**src/design/rmcp_pkg.sv**
```systemverilog
// Shared types, codes and helpers for the RTP-MIDI command section parser.
package rmcp_pkg;

    localparam int SYSEX_MAX = 128;
    localparam int COUNT_W   = 13;
    localparam int REM_W     = 12;
    localparam int POS_W     = 16;

    localparam logic [1:0] KIND_SHORT = 2'd0;
    localparam logic [1:0] KIND_SYSEX = 2'd1;
    localparam logic [1:0] KIND_ERROR = 2'd2;

    localparam logic [1:0] ERR_NONE    = 2'd0;
    localparam logic [1:0] ERR_UNDEF   = 2'd1;
    localparam logic [1:0] ERR_OVERRUN = 2'd2;

    // message length codes from msg_length()
    localparam logic [2:0] LEN_UNDEF = 3'd0;
    localparam logic [2:0] LEN_ONE   = 3'd1;
    localparam logic [2:0] LEN_TWO   = 3'd2;
    localparam logic [2:0] LEN_THREE = 3'd3;
    localparam logic [2:0] LEN_SYSEX = 3'd4;

    localparam logic [7:0] SYSEX_START = 8'hF0;
    localparam logic [7:0] SYSEX_END   = 8'hF7;

    typedef enum logic [2:0] {
        PH_IDLE,
        PH_HEADER,
        PH_LENLO,
        PH_DELTA,
        PH_STATUS,
        PH_DATA,
        PH_SYSEX,
        PH_DONE
    } phase_t;

    typedef struct packed {
        logic [7:0] data_byte;
        logic       packet_start;
    } in_item_t;

    typedef struct packed {
        logic [1:0]         kind;
        logic [7:0]         msg_type;
        logic [4:0]         channel;
        logic [7:0]         first_data;
        logic [7:0]         second_data;
        logic [COUNT_W-1:0] byte_count;
        logic [31:0]        timestamp;
        logic [7:0]         sysex_byte;
        logic               last;
        logic [1:0]         error_code;
    } out_item_t;

    function automatic logic [2:0] msg_length(input logic [7:0] s);
        logic [2:0] len;
        len = LEN_UNDEF;
        if (s[7:4] == 4'hF) begin
            unique case (s[3:0])
                4'h0:                               len = LEN_SYSEX;
                4'h1, 4'h3:                         len = LEN_TWO;
                4'h2:                               len = LEN_THREE;
                4'h6, 4'h8, 4'hA, 4'hB, 4'hC,
                4'hE, 4'hF:                         len = LEN_ONE;
                default:                            len = LEN_UNDEF;
            endcase
        end
        else if (s[7]) begin
            len = (s[7:4] == 4'hC || s[7:4] == 4'hD) ? LEN_TWO : LEN_THREE;
        end
        return len;
    endfunction

endpackage

```
**src/design/rmcp_in_stage.sv**
```systemverilog
// Input register stage: holds one accepted byte until the parser takes it.
module rmcp_in_stage (
    input  logic               clk,
    input  logic               rst_n,
    input  logic               in_valid,
    output logic               in_ready,
    input  rmcp_pkg::in_item_t in_item,
    output logic               item_valid,
    output rmcp_pkg::in_item_t item,
    input  logic               item_take
);
    import rmcp_pkg::*;

    logic     valid_reg;
    logic     valid_next;
    in_item_t item_reg;

    assign in_ready   = !valid_reg || item_take;
    assign item_valid = valid_reg;
    assign item       = item_reg;

    always_comb
    begin
        valid_next = valid_reg;
        if (in_valid && in_ready)
        begin
            valid_next = 1'b1;
        end
        else if (item_take)
        begin
            valid_next = 1'b0;
        end
    end

    always_ff @(posedge clk or negedge rst_n)
    begin
        if (!rst_n)
        begin
            valid_reg <= 1'b0;
        end
        else
        begin
            valid_reg <= valid_next;
        end
    end

    always_ff @(posedge clk)
    begin
        if (in_valid && in_ready)
        begin
            item_reg <= in_item;
        end
    end

endmodule

```
**src/design/rmcp_parser.sv**
```systemverilog
// Packet parse state and the single-pass byte decode.
module rmcp_parser (
    input  logic                clk,
    input  logic                rst_n,
    input  logic                cfg_we,
    input  logic [7:0]          cfg_data,
    input  logic                item_valid,
    input  rmcp_pkg::in_item_t  item,
    output logic                item_take,
    input  logic                slot_free,
    output logic                res_valid,
    output rmcp_pkg::out_item_t res
);
    import rmcp_pkg::*;

    logic [7:0]         offset_reg;
    logic [POS_W-1:0]   pos_reg, pos_next, pos_c;
    logic [31:0]        time_reg, time_next, time_c;
    logic               z_reg, z_next, z_c;
    logic [REM_W-1:0]   rem_reg, rem_next, rem_c, rem_dec;
    phase_t             phase_reg, phase_next, phase_c;
    logic [7:0]         held_status_reg, held_status_next, held_status_c;
    logic [7:0]         held_data_reg, held_data_next, held_data_c;
    logic [1:0]         wanted_reg, wanted_next, wanted_c;
    logic [2:0]         delta_reg, delta_next, delta_c, delta_inc;
    logic [COUNT_W-1:0] count_reg, count_next, count_c, count_inc;
    logic [7:0]         b;
    logic               start;
    logic [2:0]         len_b, len_h;
    logic               sx_last;
    logic [3:0]         hdr_len;

    function automatic out_item_t make_short(input logic [7:0] s, input logic [1:0] len,
                                             input logic [7:0] d1, input logic [7:0] d2);
        out_item_t r;
        r = '0;
        r.kind        = KIND_SHORT;
        r.msg_type    = (s[7:4] != 4'hF) ? {s[7:4], 4'h0} : s;
        r.channel     = (s[7:4] != 4'hF) ? 5'({1'b0, s[3:0]} + 5'd1) : 5'd0;
        r.first_data  = d1;
        r.second_data = d2;
        r.byte_count  = COUNT_W'(len);
        r.error_code  = ERR_NONE;
        return r;
    endfunction

    function automatic out_item_t make_error(input logic [1:0] code);
        out_item_t r;
        r = '0;
        r.kind       = KIND_ERROR;
        r.error_code = code;
        return r;
    endfunction

    assign b         = item.data_byte;
    assign start     = item.packet_start;
    assign item_take = item_valid && slot_free;

    always_comb
    begin
        // a packet start wipes the parse state before the byte is looked at
        pos_c         = start ? '0 : pos_reg;
        time_c        = start ? '0 : time_reg;
        z_c           = start ? 1'b0 : z_reg;
        rem_c         = start ? '0 : rem_reg;
        phase_c       = start ? PH_HEADER : phase_reg;
        held_status_c = start ? '0 : held_status_reg;
        held_data_c   = start ? '0 : held_data_reg;
        wanted_c      = start ? '0 : wanted_reg;
        delta_c       = start ? '0 : delta_reg;
        count_c       = start ? '0 : count_reg;

        rem_dec   = rem_c - REM_W'(1);
        delta_inc = delta_c + 3'd1;
        len_b     = msg_length(b);
        len_h     = msg_length(held_status_c);
        hdr_len   = b[3:0];
        // a sysex opened from status position restarts the count
        count_inc = ((phase_c == PH_SYSEX) ? count_c : '0) + COUNT_W'(1);
        sx_last   = (b == SYSEX_END && count_inc > COUNT_W'(1)) ||
                    count_inc >= COUNT_W'(SYSEX_MAX) || rem_dec == '0;

        pos_next         = pos_reg;
        time_next        = time_reg;
        z_next           = z_reg;
        rem_next         = rem_reg;
        phase_next       = phase_reg;
        held_status_next = held_status_reg;
        held_data_next   = held_data_reg;
        wanted_next      = wanted_reg;
        delta_next       = delta_reg;
        count_next       = count_reg;
        res_valid        = 1'b0;
        res              = '0;

        if (item_take && phase_c != PH_IDLE)
        begin
            pos_next         = (&pos_c) ? pos_c : pos_c + POS_W'(1);
            time_next        = (pos_c[POS_W-1:2] == (POS_W-2)'(1)) ?
                               {time_c[23:0], b} : time_c;
            z_next           = z_c;
            rem_next         = rem_c;
            phase_next       = phase_c;
            held_status_next = held_status_c;
            held_data_next   = held_data_c;
            wanted_next      = wanted_c;
            delta_next       = delta_c;
            count_next       = count_c;

            unique case (phase_c)
                PH_HEADER:
                begin
                    if (pos_c == {8'h00, offset_reg})
                    begin
                        z_next     = b[5];
                        rem_next   = REM_W'(hdr_len);
                        delta_next = '0;
                        if (b[7])
                            phase_next = PH_LENLO;
                        else if (hdr_len == 4'd0)
                            phase_next = PH_DONE;
                        else
                            phase_next = b[5] ? PH_DELTA : PH_STATUS;
                    end
                end
                PH_LENLO:
                begin
                    rem_next   = {rem_c[3:0], b};
                    delta_next = '0;
                    if ({rem_c[3:0], b} == '0)
                        phase_next = PH_DONE;
                    else
                        phase_next = z_c ? PH_DELTA : PH_STATUS;
                end
                PH_DONE, PH_IDLE:
                begin
                end
                default:
                begin
                    if (rem_c == '0)
                    begin
                        phase_next = PH_DONE;
                    end
                    else
                    begin
                        rem_next = rem_dec;
                        unique case (phase_c)
                            PH_DELTA:
                            begin
                                delta_next = delta_inc;
                                if (!b[7] || delta_inc >= 3'd4)
                                begin
                                    phase_next = (rem_dec == '0) ? PH_DONE : PH_STATUS;
                                end
                                else if (rem_dec == '0)
                                begin
                                    phase_next = PH_DONE;
                                    res_valid  = 1'b1;
                                    res        = make_error(ERR_OVERRUN);
                                end
                            end
                            PH_STATUS:
                            begin
                                unique case (len_b)
                                    LEN_UNDEF:
                                    begin
                                        phase_next = PH_DONE;
                                        res_valid  = 1'b1;
                                        res        = make_error(ERR_UNDEF);
                                    end
                                    LEN_ONE:
                                    begin
                                        res_valid  = 1'b1;
                                        res        = make_short(b, 2'd1, 8'h00, 8'h00);
                                        delta_next = '0;
                                        phase_next = (rem_dec == '0) ? PH_DONE : PH_DELTA;
                                    end
                                    LEN_SYSEX:
                                    begin
                                        count_next = count_inc;
                                        res_valid  = 1'b1;
                                        res.kind        = KIND_SYSEX;
                                        res.msg_type    = SYSEX_START;
                                        res.first_data  = count_inc[7:0];
                                        res.second_data = 8'(count_inc[COUNT_W-1:8]);
                                        res.byte_count  = count_inc;
                                        res.sysex_byte  = b;
                                        res.last        = sx_last;
                                        if (sx_last)
                                        begin
                                            delta_next = '0;
                                            phase_next = (rem_dec == '0) ? PH_DONE : PH_DELTA;
                                        end
                                        else
                                        begin
                                            phase_next = PH_SYSEX;
                                        end
                                    end
                                    default:
                                    begin
                                        if (rem_dec == '0)
                                        begin
                                            phase_next = PH_DONE;
                                            res_valid  = 1'b1;
                                            res        = make_error(ERR_OVERRUN);
                                        end
                                        else
                                        begin
                                            held_status_next = b;
                                            wanted_next      = 2'(len_b - 3'd1);
                                            phase_next       = PH_DATA;
                                        end
                                    end
                                endcase
                            end
                            PH_DATA:
                            begin
                                if (len_h == LEN_THREE && wanted_c == 2'd2)
                                begin
                                    held_data_next = b;
                                    wanted_next    = 2'd1;
                                    if (rem_dec == '0)
                                    begin
                                        phase_next = PH_DONE;
                                        res_valid  = 1'b1;
                                        res        = make_error(ERR_OVERRUN);
                                    end
                                end
                                else
                                begin
                                    wanted_next = 2'd0;
                                    res_valid   = 1'b1;
                                    if (len_h == LEN_THREE)
                                        res = make_short(held_status_c, 2'd3, held_data_c, b);
                                    else
                                        res = make_short(held_status_c, 2'd2, b, 8'h00);
                                    delta_next  = '0;
                                    phase_next  = (rem_dec == '0) ? PH_DONE : PH_DELTA;
                                end
                            end
                            default:
                            begin
                                // sysex continuation byte
                                count_next = count_inc;
                                res_valid  = 1'b1;
                                res.kind        = KIND_SYSEX;
                                res.msg_type    = SYSEX_START;
                                res.first_data  = count_inc[7:0];
                                res.second_data = 8'(count_inc[COUNT_W-1:8]);
                                res.byte_count  = count_inc;
                                res.sysex_byte  = b;
                                res.last        = sx_last;
                                if (sx_last)
                                begin
                                    delta_next = '0;
                                    phase_next = (rem_dec == '0) ? PH_DONE : PH_DELTA;
                                end
                            end
                        endcase
                    end
                end
            endcase
        end
        res.timestamp = time_next;
    end

    always_ff @(posedge clk or negedge rst_n)
    begin
        if (!rst_n)
        begin
            offset_reg      <= 8'd12;
            pos_reg         <= '0;
            time_reg        <= '0;
            z_reg           <= 1'b0;
            rem_reg         <= '0;
            phase_reg       <= PH_IDLE;
            held_status_reg <= '0;
            held_data_reg   <= '0;
            wanted_reg      <= '0;
            delta_reg       <= '0;
            count_reg       <= '0;
        end
        else
        begin
            if (cfg_we)
            begin
                offset_reg <= cfg_data;
            end
            pos_reg         <= pos_next;
            time_reg        <= time_next;
            z_reg           <= z_next;
            rem_reg         <= rem_next;
            phase_reg       <= phase_next;
            held_status_reg <= held_status_next;
            held_data_reg   <= held_data_next;
            wanted_reg      <= wanted_next;
            delta_reg       <= delta_next;
            count_reg       <= count_next;
        end
    end

endmodule

```
**src/design/rmcp_out_stage.sv**
```systemverilog
// Result register: holds one result item until the sink takes it.
module rmcp_out_stage (
    input  logic                clk,
    input  logic                rst_n,
    input  logic                res_valid,
    input  rmcp_pkg::out_item_t res,
    output logic                slot_free,
    output logic                out_valid,
    input  logic                out_ready,
    output rmcp_pkg::out_item_t out_item
);
    import rmcp_pkg::*;

    logic      valid_reg;
    logic      valid_next;
    logic      load;
    out_item_t item_reg;

    assign slot_free = !valid_reg || out_ready;
    assign load      = res_valid && slot_free;
    assign out_valid = valid_reg;
    assign out_item  = item_reg;

    always_comb
    begin
        valid_next = valid_reg;
        if (load)
        begin
            valid_next = 1'b1;
        end
        else if (out_ready)
        begin
            valid_next = 1'b0;
        end
    end

    always_ff @(posedge clk or negedge rst_n)
    begin
        if (!rst_n)
        begin
            valid_reg <= 1'b0;
        end
        else
        begin
            valid_reg <= valid_next;
        end
    end

    always_ff @(posedge clk)
    begin
        if (load)
        begin
            item_reg <= res;
        end
    end

endmodule

```
**src/design/rtp_midi_command_parser_unit.sv**
```systemverilog
// A byte accepted into the input register is decoded from there, which loads its result item
// into the result register; the sink takes that item from the result register.
// Throughput: one byte per cycle, set by the single decode pass between input and result
// registers; a held result stalls the decode, and the input register takes one byte at most.
// Reset (rst_n, async, active low): parser idle until a packet start, section offset 12,
// both handshake stages empty.
// Top level of the RTP-MIDI command section parser.
module rtp_midi_command_parser_unit (
    input  logic        clk,
    input  logic        rst_n,
    input  logic        cfg_we,
    input  logic [7:0]  cfg_data,
    input  logic        in_valid,
    output logic        in_ready,
    input  logic [7:0]  data_byte,
    input  logic        packet_start,
    output logic        out_valid,
    input  logic        out_ready,
    output logic [1:0]  kind,
    output logic [7:0]  msg_type,
    output logic [4:0]  channel,
    output logic [7:0]  first_data,
    output logic [7:0]  second_data,
    output logic [12:0] byte_count,
    output logic [31:0] timestamp,
    output logic [7:0]  sysex_byte,
    output logic        last,
    output logic [1:0]  error_code
);
    import rmcp_pkg::*;

    in_item_t  in_item;
    in_item_t  item;
    logic      item_valid;
    logic      item_take;
    logic      slot_free;
    logic      res_valid;
    out_item_t res;
    out_item_t out_item;

    assign in_item.data_byte    = data_byte;
    assign in_item.packet_start = packet_start;

    rmcp_in_stage u_in_stage (
        .clk        (clk),
        .rst_n      (rst_n),
        .in_valid   (in_valid),
        .in_ready   (in_ready),
        .in_item    (in_item),
        .item_valid (item_valid),
        .item       (item),
        .item_take  (item_take)
    );

    rmcp_parser u_parser (
        .clk        (clk),
        .rst_n      (rst_n),
        .cfg_we     (cfg_we),
        .cfg_data   (cfg_data),
        .item_valid (item_valid),
        .item       (item),
        .item_take  (item_take),
        .slot_free  (slot_free),
        .res_valid  (res_valid),
        .res        (res)
    );

    rmcp_out_stage u_out_stage (
        .clk       (clk),
        .rst_n     (rst_n),
        .res_valid (res_valid),
        .res       (res),
        .slot_free (slot_free),
        .out_valid (out_valid),
        .out_ready (out_ready),
        .out_item  (out_item)
    );

    assign kind        = out_item.kind;
    assign msg_type    = out_item.msg_type;
    assign channel     = out_item.channel;
    assign first_data  = out_item.first_data;
    assign second_data = out_item.second_data;
    assign byte_count  = out_item.byte_count;
    assign timestamp   = out_item.timestamp;
    assign sysex_byte  = out_item.sysex_byte;
    assign last        = out_item.last;
    assign error_code  = out_item.error_code;

    // an error item carries its code and the timestamp, with no byte count or last flag
    a_error_clean: assert property (@(posedge clk) disable iff (!rst_n)
        out_valid && kind == KIND_ERROR |-> error_code != ERR_NONE && byte_count == '0 &&
        last == 1'b0)
        else $error("error item with payload");

    a_last_sysex: assert property (@(posedge clk) disable iff (!rst_n)
        out_valid && last |-> kind == KIND_SYSEX)
        else $error("last set outside sysex");

    a_sysex_count: assert property (@(posedge clk) disable iff (!rst_n)
        out_valid && kind == KIND_SYSEX |-> byte_count != '0 &&
        byte_count <= COUNT_W'(SYSEX_MAX) && first_data == byte_count[7:0])
        else $error("sysex count out of range");

    a_no_phantom: assert property (@(posedge clk) disable iff (!rst_n)
        !out_valid ##1 out_valid |-> $past(item_valid))
        else $error("result without a byte");

endmodule

```
**config.mk**
```make
export PLATFORM = sky130hd
export DESIGN_NAME = rtp_midi_command_parser_unit
export DESIGN_NICKNAME = d
export VERILOG_FILES = /design/src/design/rmcp_pkg.sv /design/src/design/rmcp_in_stage.sv /design/src/design/rmcp_parser.sv /design/src/design/rmcp_out_stage.sv /design/src/design/rtp_midi_command_parser_unit.sv
export SDC_FILE = /design/constraint.sdc
export NUM_CORES = 1
export LEC_CHECK = 0
export BUFFER_PORTS_ARGS = -buffer_cell sky130_fd_sc_hd__buf_4
export CELL_PAD_IN_SITES_DETAIL_PLACEMENT = 0
export CELL_PAD_IN_SITES_GLOBAL_PLACEMENT = 1
export CORE_ASPECT_RATIO = 0.8
export CORE_MARGIN = 1.5
export CORE_UTILIZATION = 50
export CTS_CLUSTER_SIZE = 14
export DETAILED_ROUTE_END_ITERATION = 10
export PLACE_DENSITY = 0.92
export SLEW_MARGIN = 20
export SYNTH_ARGS = -nofsm -noshare
export SYNTH_HDL_FRONTEND = slang
export SYNTH_SLANG_ARGS = --single-unit
```
**constraint.sdc**
```tcl
create_clock -name clk -period 14.8 [get_ports clk]
set_input_delay 0.74 -clock clk [delete_from_list [all_inputs] [get_ports clk]]
set_output_delay 0.74 -clock clk [all_outputs]
set_load 0.02 [all_outputs]
```
==> qor.yml <==
run_status:
  status: "finished clean"
floorplanning:
  start_util_pct: 51.3
  rows: 46
  die_x_um: 163
  core_area_um2: 20000
  io_pins: 111
  die_area_um2: 21400
  fp.dieH_um: 131
setup_path:
  rrSetupSlack_ns: 9.81
  r2r-end: "u_out_stage.out_item[47]"
  critPathMaxFanout: 55
  slowest_delay_ns: 0.85
  cp_data_required_time_ns: 14.93
  r2r-start: "u_in_stage.item[0]"
  crit_path_end_kind: "flop"
  cp-start-kind: "flop"
  crit_top_cell: "buf_4"
  arrival_ns: 5.12
  r2r_cells: 12
  path_cells: "inv_1, buf_4, nand2_1, ha_1, nor2_1, a31oi_1, o21ai_0, and2_1, a21oi_1, nor3_1, nor2_4, buf_4"
  critPathKind: "flop to flop"
  critPathSlowestCell: "edfxtp_1"
sta:
  tns_ns: 0
  clock_skew_ns: 0.0108
  setup_viol: 0
  period_needed_ns: 4.99
  period_share_pct: 33.7
  finalHoldViolCount: 0
  drv_slew: 0
  grt_setup_unrepaired: "no"
  max-slew-margin-rel_pct: 33.1
  tightest_slew_ns: 0.996
  setup_slack_ns: 9.81
  fmaxAchievable_mhz: 201
placement:
  post-place-ws_ns: 9.91
  dp_hpwl_um: 17800
  port-buffer-count: 110
  placed_cell_area_um2: 11200
  gp_congestion: 0.934
synthesis:
  ys_warn_count: 0
  async_flop_share_pct: 52.2
  ys_seq_elements: 207
  synthTopCellsByCount: "115 x nand2_1, 106 x dfrtp_1, 100 x nor2_1"
  ys_types: 82
  synth_edf_count: 96
  seq_area_frac_synth_pct: 55.1
  syn_area_um2: 10200
  ys.flop_type: "dfrtp_1"
  syn_avg_cell_area_um2: 10.3
  syn_nets: 1036
  yosysTopAreaCell: "edfxtp_1"
  synth_most_common_cell: "nand2_1"
  synth_top_area_share_pct: 28.1
  syn_inst: 999
  ys_top_cells_by_area: "edfxtp_1 28%, dfrtp_1 26%, nand2_1 4.2%"
cells_and_area:
  syn2layout_area_growth_pct: 16.1
  post-route-cell-area_um2: 11900
  multiInputGateArea_um2: 4220
  register_area_um2: 5650
  drive_above_1_share_pct: 17.0
  n_antenna_cell: 0
  n_fill_cell: 1683
  utilization_pct: 59.6
  fin_nets: 1118
  largest_register_ffs: 87
clock_network:
  cts-resized-gates: 0
  cts_setup_buffers: 0
  ctsHoldBuffers: 0
  clkSinkCount: 207
  cts_max_level: 1
  clock_tree.root_cell: "clkbuf_16"
  cts.clk_slew.worst_paths_ns: 0.06
  tritoncts: "yes"
  numCtsBuffers: 21
  cts_buffer_depth: 3
  insertion_delay_ns: 0.51
power_and_ir_drop:
  power_frac_seq_pct: 50.6
  combPwrFrac_pct: 9.6
  vdd_drop_max_v: 0.0000755
  internal_power_mw: 0.986
  swShare_pct: 25.3
  clock_power_share_pct: 39.8
  leakage_nw: 4.62
  pwr_density_cell_nw_per_um2: 111
  switching_power_mw: 0.333
drt:
  initialDrtViolationCount: 993
  drtAntennaViolNets: 0
  wl_um: 26400
  drc: 0
  wire_per_inst_um: 19.4
  vias: 8238
  via_per_inst: 6.06
  first_pass_iters: 6
min_path:
  hold_class: "primary input to asynchronous set/reset pin"
grt:
  grt_pass1_vias: 7718
  grt_max_degree: 61
  grt_usage_pct: 24.8
  grt_pass1_wl_um: 41600
  grt_overflow: 0
  grt_antenna_before_repair: 0
job:
  drv_cap: 0
## routing by layer
layer | part of all wire (%) | GRT usage [%] | vias to the layer above
met5 | 0 | 0 | -
met2 | 45 | 38.8 | 382
li1 | - | - | 3829
met1 | 45 | 35.7 | 3972
met3 | 7.3 | 3.74 | 55
met4 | 2.4 | 7.77 | 0
## metrics by stage
| step | instances | total power [mW] | hold WS (ns) |
|---|---|---|---|
| after floorplan | 999 | 0.754 | 0.444 |
| after global placement | 1322 | 0.798 | 0.488 |
| after detailed placement | 1322 | 0.801 | 0.492 |
| after CTS | 1360 | 1.32 | 0.291 |
| after global routing | 1360 | 1.37 | 0.313 |
| final | 1360 | 1.32 | 0.266 |
## worst max path at each step
stage | from | endpoint | depth (start not counted)
after floorplan | u_in_stage.item[0] | u_out_stage.out_item[0] | 14
after global placement | u_in_stage.item[0] | u_out_stage.out_item[0] | 12
after detailed placement | u_in_stage.item[0] | u_out_stage.out_item[0] | 12
after CTS | u_in_stage.item[0] | u_out_stage.out_item[49] | 12
after global routing | u_in_stage.item[0] | u_out_stage.out_item[47] | 12
final | u_in_stage.item[0] | u_out_stage.out_item[47] | 12
## cell families after synthesis
kind of cell,Yosys count,synth area share [%]
DFF,207,55.1
buffers and inverters,97,3.87
xor gates and xnor gates,32,2.73
muxes,11,1.17
AOI/OAI and AO/OA,263,17.6
and+or+nand+nor,373,17.6
adders and majority gates,16,1.93
## power groups by stage
stage / Clock, mW / Sequential, mW / Combinational [mW]
6_report: 0.524 / 0.668 / 0.127
5_1_grt: 0.557 / 0.670 / 0.140
4_1_cts: 0.532 / 0.666 / 0.126
3_5_place_dp: 0 / 0.677 / 0.125
3_3_place_gp: 0 / 0.676 / 0.122
2_1_floorplan: 0 / 0.658 / 0.0954
## worst max-delay path, delay by kind of cell, from the launching register on
family	cells	cell delay, ns
and+or+nand+nor	5	1.55
AOI/OAI and AO/OA	3	0.80
adders and majority gates	1	0.17
DFF	1	0.85
buffers and inverters	3	1.14
## layout make-up
| type | instances | share of cell area (%) |
|---|---|---|
| Clock buffer | 28 | 4.81 |
| Clock inverter | 10 | 0.862 |
| Inverter | 38 | 1.20 |
| Multi-Input combinational cell | 695 | 35.4 |
| Sequential cell | 207 | 47.5 |
| Tap cell | 264 | 2.78 |
| Timing Repair Buffer | 118 | 7.45 |
## cells in the final DEF, fill, tap and decap left out, types with 6 or more instances in the layout
cell       synthesis  layout
o21ai_2            8       8
a22o_1            23      23
and2_1            10      10
xnor2_1           22      22
o22ai_1           13      13
a221oi_1           6       6
nor3_1            28      28
o21ai_0           60      59
a21o_1            21      21
edfxtp_1          96      96
mux2_2             8       8
xor2_1            10      10
clkbuf_16          0      21
nor2b_1           12      12
nor4_1             9       9
dfrtp_1          106     106
nand2_1          115     115
ha_1              15      15
a21oi_1           33      33
nand3_1           36      36
nor2_1           100      98
nand4_1           16      16
nand2b_1           9       9
inv_1             38      38
a31oi_1           20      20
buf_4              0     118
a22oi_1           31      31
(Power assumes the default switching activity.)
